`src/hdl/assert_macros.svh`:
```
// Assertion macros shared by the envelope detector RTL.
`ifndef ASSERT_MACROS_SVH
`define ASSERT_MACROS_SVH

// Check a property on every rising clock edge outside reset.
`define SEDU_ASSERT(label, clk, rst, prop, msg) \
   label: assert property (@(posedge clk) disable iff (rst) (prop)) else $error(msg);

// Check that a condition is followed by another in the next cycle.
`define SEDU_ASSERT_NEXT(label, clk, rst, pre, post, msg) \
   label: assert property (@(posedge clk) disable iff (rst) (pre) |=> (post)) else $error(msg);

`endif

```
`src/hdl/sedu_pkg.sv`:
```
// Package with types, constants and codes of the streaming envelope detector.
`timescale 1ns / 1ps

package sedu_pkg;

   localparam int SAMPLE_BITS     = 16;
   localparam int WINDOW_MAX_DEF  = 1024;
   localparam int ENV_BITS        = 25;
   localparam int COEF_BITS       = 16;
   localparam int WLEN_BITS       = 11;
   localparam int MODE_BITS       = 2;
   localparam int CSR_ADDR_BITS   = 2;
   localparam int PEAK_BITS       = 24;
   localparam int SUM_BITS        = 41;
   localparam int MEAN_BITS       = 57;
   localparam int MUL_BITS        = 32;
   localparam int MUL_DIGIT       = 4;

   // Operating modes
   localparam logic [MODE_BITS-1:0] MODE_PEAK = 2'd0;
   localparam logic [MODE_BITS-1:0] MODE_RMS  = 2'd1;
   localparam logic [MODE_BITS-1:0] MODE_LOG  = 2'd2;

   // Register indexes
   localparam logic [CSR_ADDR_BITS-1:0] CSR_MODE    = 2'd0;
   localparam logic [CSR_ADDR_BITS-1:0] CSR_ATTACK  = 2'd1;
   localparam logic [CSR_ADDR_BITS-1:0] CSR_RELEASE = 2'd2;
   localparam logic [CSR_ADDR_BITS-1:0] CSR_WINDOW  = 2'd3;

   // Register reset values
   localparam logic [COEF_BITS-1:0] RELEASE_RESET = 16'd65000;
   localparam logic [WLEN_BITS-1:0] WINDOW_RESET  = 11'd64;

   // 10*log10(2) in Q2.24, and the floor for a zero mean
   localparam logic [25:0] DB_K = 26'd50504453;
   localparam logic signed [ENV_BITS-1:0] DB_FLOOR = -25'sd61440;

   typedef enum logic [3:0] {
      ST_IDLE,
      ST_PEAK_MUL,
      ST_SQ_MUL,
      ST_OSQ_MUL,
      ST_SUM,
      ST_DIV,
      ST_SQRT,
      ST_SQRT_RND,
      ST_NORM,
      ST_LOG_MUL,
      ST_DB_MUL,
      ST_OUT
   } state_type;

endpackage

```
`src/hdl/sedu_mul.sv`:
```
// Digit-serial unsigned multiplier, four bits of the second operand per cycle.
`timescale 1ns / 1ps
`include "assert_macros.svh"

module sedu_mul (
   input  logic                         clock,
   input  logic                         reset,
   input  logic                         go,
   input  logic [sedu_pkg::MUL_BITS-1:0] a,
   input  logic [sedu_pkg::MUL_BITS-1:0] b,
   output logic                         busy,
   output logic                         done,
   output logic [2*sedu_pkg::MUL_BITS-1:0] p
);

   localparam int W  = sedu_pkg::MUL_BITS;
   localparam int D  = sedu_pkg::MUL_DIGIT;
   localparam int NS = W / D;
   localparam int CB = $clog2(NS);

   logic [W-1:0]   a_ff, a_in;
   logic [W-1:0]   b_ff, b_in;
   logic [2*W-1:0] p_ff, p_in;
   logic [CB-1:0]  cnt_ff, cnt_in;
   logic           busy_ff, busy_in;
   logic           done_ff, done_in;
   logic [W+D-1:0] part;

   // one digit step: add a*digit to the upper half, shift the product right
   always_comb begin
      a_in    = a_ff;
      b_in    = b_ff;
      p_in    = p_ff;
      cnt_in  = cnt_ff;
      busy_in = busy_ff;
      done_in = 1'b0;
      part    = (W+D)'(p_ff[2*W-1:W]) + (W+D)'(a_ff) * (W+D)'(b_ff[D-1:0]);
      if (go && !busy_ff) begin
         a_in    = a;
         b_in    = b;
         p_in    = '0;
         cnt_in  = '0;
         busy_in = 1'b1;
      end else if (busy_ff) begin
         p_in   = {part, p_ff[W-1:D]};
         b_in   = b_ff >> D;
         cnt_in = cnt_ff + 1'b1;
         if (cnt_ff == CB'(NS - 1)) begin
            busy_in = 1'b0;
            done_in = 1'b1;
         end
      end
   end

   // control registers
   always_ff @(posedge clock) begin
      if (reset) begin
         busy_ff <= 1'b0;
         done_ff <= 1'b0;
      end else begin
         busy_ff <= busy_in;
         done_ff <= done_in;
      end
   end

   // operand and product registers
   always_ff @(posedge clock) begin
      a_ff   <= a_in;
      b_ff   <= b_in;
      p_ff   <= p_in;
      cnt_ff <= cnt_in;
   end

   assign busy = busy_ff;
   assign done = done_ff;
   assign p    = p_ff;

   `SEDU_ASSERT_NEXT(a_mul_done_once, clock, reset, done_ff, !done_ff, "done held two cycles")
   `SEDU_ASSERT(a_mul_busy_done, clock, reset, !(busy_ff && done_ff), "busy and done together")
   `SEDU_ASSERT_NEXT(a_mul_start, clock, reset, go && !busy_ff, busy_ff, "go did not start")

endmodule

```
`config.mk`:
```
export PLATFORM = sky130hd
export DESIGN_NAME = sedu_mul
export DESIGN_NICKNAME = d
export VERILOG_FILES = /design/src/hdl/sedu_pkg.sv /design/src/hdl/sedu_mul.sv
export VERILOG_INCLUDE_DIRS = /design/src /design/src/hdl
export SDC_FILE = /design/constraint.sdc
export NUM_CORES = 1
export LEC_CHECK = 0
export BUFFER_PORTS_ARGS = -buffer_cell sky130_fd_sc_hd__buf_2
export CORE_MARGIN = 2
export CORE_UTILIZATION = 36
export DETAILED_ROUTE_END_ITERATION = 8
export GPL_ROUTABILITY_DRIVEN = 0
export SETUP_SLACK_MARGIN = 0.05
export SLEW_MARGIN = 20
export SYNTH_ARGS = -nofsm -noshare
export SYNTH_HDL_FRONTEND = slang
export SYNTH_SLANG_ARGS = --single-unit
export TNS_END_PERCENT = 5
```
`constraint.sdc`:
```
create_clock -name clock -period 12.75 [get_ports clock]
set_input_delay 2.55 -clock clock [delete_from_list [all_inputs] [get_ports clock]]
set_output_delay 2.55 -clock clock [all_outputs]
set_load 0.01 [all_outputs]
```
==> impl_metrics.tcl, run 1 <==
set metrics [dict create \
    rsz0062_at_grt "no" \
    synth_edf_count 64 \
    cp.arrival_ps 5420 \
    ant_nets 0 \
    crit_required_ps 13100 \
    cts_tree "yes" \
    cp-end-kind "flop" \
    ys_seq_area_frac 0.3277 \
    crit_path_start_kind "flop" \
    fin_skew_ps 9.221 \
    critPathKind "flop to flop" \
    pwr-share-seq 0.218 \
    finalSetupTns_ps 0 \
    min_period_ps 5070 \
    grt_pass1_wl_um 39160 \
    crit_fanout 32 \
    finalSetupViolCount 0 \
    io_buffers 132 \
    powerDensity_nw_per_um2 235.8 \
    reg2reg_slack_ps 7680 \
    cp_cell_sequence "and2_1 > fa_1 > fa_1 > inv_1 > fa_1 > inv_1 > ha_1 > nand2_4 > or4_4 > nor3_2 > o211ai_2 > a211o_1 > and3b_1 > o32ai_2" \
    crit_top_cell "fa_1" \
    cts.htree.levels 4 \
    ctsRootBufferMaster "clkbuf_16" \
    drc 0 \
    grt_pass1_vias 7418 \
    clock_latency_ps 440 \
    cts_hold_buf 0 \
    r2r-start "b_ff[1]" \
    dp_hpwl_um 18070 \
    sw_frac_of_total 0.4690 \
    layout-drive-gt1-share 0.1814 \
    cts_buffers 17 \
    postCtsResizedCells 0 \
    grt_max_degree 76 \
    die_w_um 171.3 \
    cp_slowest_stage_delay_ps 1100 \
    synthCells 1042 \
    finish.utilization 0.4177 \
    fin_nets 1354 \
    post-route-period-util 0.3976 \
    synth_mux_area_frac 0.03426 \
    final_hold_viol_count 0 \
    gr-usage-all-layers 0.1722 \
    clkTransAtPathRegs_ps 70 \
    setup_ws_ps 7680 \
    core_area_um2 27710 \
    min_to "p[20]" \
    worstHoldPathType "flop to flop" \
    drt_iter0_drc 680 \
    holdPathStages 2 \
    critical_path.slowest_cell "edfxtp_1" \
    synth_warnings 0 \
    design_area_um2 11570 \
    slew_headroom 0.2506 \
    synth_top_family_by_area "adder cells" \
    synthAdderAreaFrac 0.2378 \
    ys_ff_latch 133 \
    clk_path_buf_depth 2 \
    ir_drop_mv 0.1188 \
    fillers 2751 \
    antennaDiodeCount 0 \
    synth.distinct_cells 68 \
    avgSynthCellArea_um2 9.675 \
    clock-sinks 133 \
    yosys.area_share.simple 0.1787 \
    via_per_inst 4.839 \
    synth_xor_area_frac 0.02085 \
    path_delay_family "adder cells" \
    outcome "finished clean" \
    die_h_um 171.3 \
    place_area_um2 11010 \
    gr-total-overflow 0 \
    synth_ff_type "dfxtp_1" \
    max_clock_freq_ghz 0.1972 \
    rows 61 \
    initial_utilization 0.3639 \
    cap_violations 0 \
    hold_start "p[24]" \
    totalWireLength_um 24150 \
    postCtsSetupRepairBufs 0 \
    synth-async-reset-ratio 0 \
    wire_per_inst_um 15.67 \
    r2r_end "p[56]" \
    drt-pass1-iter-count 5 \
    combPwrFrac 0.606 \
    dieArea_um2 29360 \
    worst_pin_slew_ps 1124 \
    slew_viol_final 0 \
    num_io_pins 133 \
    startpoint "b_ff[1]" \
    synth_compound_area_frac 0.1189 \
    p_int_mw 1.449 \
    cellLeakagePower_nw 5.291 \
    switchingPower_mw 1.280 \
    synth_area_um2 10080 \
    num_vias 7457 \
    preCtsSetupSlack_ps 7717 \
    syn_nets 1246 \
    clock_power_share 0.176 \
    cp_num_buf_inv 2 \
    area_growth_pct 14.79 \
    antenna_found_initial 2 \
    r2r_cells 14 \
]
per-layer routing:
metal  track usage  vias to the layer above  routed length, um
met5             0                        -                 21
met4       0.05564                        4                452
met3       0.05407                       26               1501
met2        0.2595                      163              10730
met1        0.2351                     3624              11450
li1              -                     3640                  -
through the flow:
stage               std cells  power [mW]  hold slack (ps)
finish                   1541       2.729            474.7
global placement         1508       2.235            455.7
detailed placement       1508       2.246            463.8
floorplan                1042       1.894            444.7
CTS                      1540       2.742            474.4
global route             1541       2.984            495.1
kinds of logic (layout without fill, tap and decap cells):
group,Yosys count,after routing
AOI/OAI and AO/OA,189,189
xor gates and xnor gates,24,24
adders and majority gates,137,137
buffers and inverters,201,322
DFF,133,133
muxes,31,31
and+or+nand+nor,327,327
registers in the layout, summed over array words and instances, names as in the netlist:
| register | cells |
|---|---|
| a_ff | 32 |
| b_ff | 32 |
| busy | 1 |
| cnt_ff | 3 |
| done | 1 |
| p | 64 |
power groups by stage:
stage          sequential [mW]  combinational, mW  clock, mW
2_1_floorplan            0.595               1.30          0
3_3_place_gp             0.606               1.63          0
3_5_place_dp             0.606               1.64          0
4_1_cts                  0.598               1.65      0.491
5_1_grt                  0.607               1.87      0.508
6_report                 0.596               1.65      0.479
layout make-up:
cell class	instances	area, um^2	share of cell area
timing repair buffer	137	701.9	0.06066
clock inverter	13	108.9	0.009406
tap	378	473.0	0.04087
multi-input combinational	708	5961	0.5151
clock buffer	19	446.7	0.03860
inverter	153	574.3	0.04963
sequential	133	3307	0.2858
cell usage after synthesis, types with 5 or more instances:
| library cell | count | share of area |
|---|---|---|
| inv_1 | 153 | 0.057 |
| and2_1 | 125 | 0.078 |
| fa_1 | 91 | 0.18 |
| nand2_1 | 72 | 0.027 |
| dfxtp_1 | 69 | 0.14 |
| edfxtp_1 | 64 | 0.19 |
| o21ai_0 | 62 | 0.031 |
| ha_1 | 46 | 0.057 |
| a21oi_1 | 44 | 0.022 |
| clkbuf_1 | 37 | 0.014 |
| nand2b_1 | 37 | 0.023 |
| mux2_2 | 28 | 0.031 |
| nor2_1 | 28 | 0.010 |
| a21o_1 | 16 | 0.012 |
| xnor2_1 | 15 | 0.013 |
| nand3_1 | 13 | 0.0065 |
| a22o_1 | 12 | 0.010 |
| nand4_1 | 9 | 0.0056 |
| nor3_1 | 9 | 0.0045 |
| xor2_1 | 9 | 0.0078 |
| buf_6 | 7 | 0.0078 |
| o211ai_1 | 6 | 0.0045 |
| o21bai_1 | 6 | 0.0045 |
| nor2b_1 | 5 | 0.0031 |
worst max path at each step:
stage | to | slack, ps | cells past startpoint
2_1_floorplan | b_ff[23] | 8090 | 4
3_3_place_gp | p[48] | 7810 | 13
3_5_place_dp | p[56] | 7720 | 14
4_1_cts | p[56] | 7700 | 14
5_1_grt | p[59] | 7340 | 14
6_report | p[56] | 7680 | 14
placed cells by master (no fill, tap or decap), types with 28 or more instances in the layout:
| master | netlist | layout |
|---|---|---|
| ha_1 | 46 | 46 |
| mux2_2 | 28 | 28 |
| nand2_1 | 72 | 72 |
| nand2b_1 | 37 | 37 |
| edfxtp_1 | 64 | 64 |
| o21ai_0 | 62 | 62 |
| inv_1 | 153 | 153 |
| fa_1 | 91 | 91 |
| dfxtp_1 | 69 | 68 |
| buf_2 | 0 | 132 |
| a21oi_1 | 44 | 44 |
| nor2_1 | 28 | 28 |
| and2_1 | 125 | 125 |
tightest hold or removal path, stage by stage, from the launching register on:
cell     delay, ps
dfxtp_1        340
nand2_1         50
o21ai_0         60
Power figures use the tool's default switching activity.
==> run 2: changes to the inputs <==
clock period = 4.81 ns   (was 12.75 ns; I/O delays follow)
==> impl_metrics.tcl, run 2 (synthesis results as in run 1) <==
set metrics [dict create \
    outcome "finished clean" \
    slew_headroom 0.5722 \
    worst_pin_slew_ps 641.8 \
    slew_viol_final 0 \
    cp.arrival_ps 4890 \
    postCtsResizedCells 0 \
    grt_pass1_wl_um 39560 \
    drt-pass1-iter-count 5 \
    rsz0062_at_grt "yes" \
    clock_latency_ps 430 \
    cellLeakagePower_nw 5.463 \
    die_h_um 171.3 \
    grt_pass1_vias 7522 \
    crit_required_ps 5190 \
    endpoint "p[59]" \
    via_per_inst 4.762 \
    post-route-period-util 0.9366 \
    clkTransAtPathRegs_ps 70 \
    r2r-start "b_ff[3]" \
    postCtsSetupRepairBufs 0 \
    min_period_ps 4505 \
    fin_skew_ps 15.15 \
    crit_cells 15 \
    gr-total-overflow 0 \
    drt_iter0_drc 500 \
    die_w_um 171.3 \
    cts_buffers 17 \
    critical_path.slowest_cell "fa_1" \
    cp_cell_sequence "buf_12 > and2_1 > fa_1 > fa_1 > inv_1 > fa_1 > inv_1 > ha_1 > o21ai_0 > nor3_1 > o21ai_1 > o21ai_1 > a31oi_1 > or4_1 > nand3_1" \
    largest_register_ffs 64 \
    path_delay_family "adder cells" \
    preCtsSetupSlack_ps 218.6 \
    antenna_found_initial 1 \
    max_clock_freq_ghz 0.2220 \
    wire_per_inst_um 15.65 \
    cp_num_buf_inv 3 \
    final_hold_viol_count 0 \
    cp_slowest_stage_delay_ps 550 \
    setup_ws_ps 304.9 \
    num_io_pins 133 \
    dieArea_um2 29360 \
    core_area_um2 27710 \
    gr-usage-all-layers 0.1741 \
    layout-drive-gt1-share 0.2053 \
    num_vias 7510 \
    finalSetupViolCount 0 \
    io_buffers 132 \
    layout_commonest_cell "inv_1" \
    finalSetupTns_ps 0 \
    ant_nets 0 \
    totalWireLength_um 24690 \
    multi_input_area_um2 5961 \
    crit_fanout 32 \
    clk_path_buf_depth 2 \
    cts_hold_buf 0 \
    fillers 2765 \
    powerDensity_nw_per_um2 644.4 \
    reg2reg_slack_ps 300 \
    dp_hpwl_um 18900 \
    crit_top_cell "fa_1" \
    area_growth_pct 17.77 \
    r2r_end "p[59]" \
    r2r_cells 15 \
    rows 61 \
    cts_tree "yes" \
    ir_drop_mv 0.2809 \
    seqCellArea_um2 3307 \
    initial_utilization 0.3639 \
    critPathKind "flop to flop" \
    design_area_um2 11870 \
    cts.htree.levels 4 \
    final_cell_mix "inv_1, buf_2, and2_1" \
    crit_path_start_kind "flop" \
    startpoint "b_ff[3]" \
    grt_max_degree 76 \
    clock-sinks 133 \
    fin_nets 1389 \
    place_area_um2 11310 \
    worstHoldPathType "flop to flop" \
    drc 0 \
    ctsRootBufferMaster "clkbuf_16" \
    cp-end-kind "flop" \
    cap_violations 0 \
]
## run 2: worst min-delay path by stage
stage	start	end	slack, ps	cells after the start
after floorplan	cnt_ff[0]	cnt_ff[0]	440	1
after global placement	p[1]	p[1]	460	2
after detailed placement	p[3]	p[3]	460	2
after CTS	p[3]	p[3]	470	2
after global routing	p[0]	p[0]	500	2
final	p[3]	p[3]	470	2
## run 2: cell type report
| cell class | instances | share of cell area |
|---|---|---|
| Antenna cell | 1 | 0.0002108 |
| Multi-Input combinational cell | 708 | 0.5021 |
| Timing Repair Buffer | 172 | 0.08410 |
| Clock inverter | 13 | 0.008747 |
| Tap cell | 378 | 0.03984 |
| Sequential cell | 133 | 0.2785 |
| Inverter | 153 | 0.04837 |
| Clock buffer | 19 | 0.03815 |
## run 2: power by group
part	internal, mW	total [mW]	switching, mW
combinational	2.08	4.81	2.74
clock	0.701	1.29	0.590
sequential	1.40	1.55	0.150
total	4.17	7.65	3.48
## run 2: worst min-delay path: cells and delay by family (launching register included)
family	cells	cell delay (ps)
AOI/OAI and AO/OA	1	60
and+or+nand+nor	1	60
DFF	1	310
## run 2: metrics by stage
stage,instances,hold WS (ps),total power [mW],util
6_report,1577,467.2,7.650,0.4285
5_1_grt,1577,498.4,8.346,0.4285
4_1_cts,1576,472.3,7.704,0.4284
3_5_place_dp,1544,460.6,6.370,0.4083
3_3_place_gp,1544,456.9,6.331,0.4083
2_1_floorplan,1042,444.7,5.020,-
## run 2: per-layer routing
layer  part of all wire  wire, um  vias to the layer above  global-route usage
li1                   -         -                     3724                   -
met1               0.47     11640                     3580              0.2377
met2               0.46     11280                      174              0.2716
met3              0.054      1339                       32             0.04372
met4              0.018       433                        0             0.05453
met5                  0         0                        -                   0
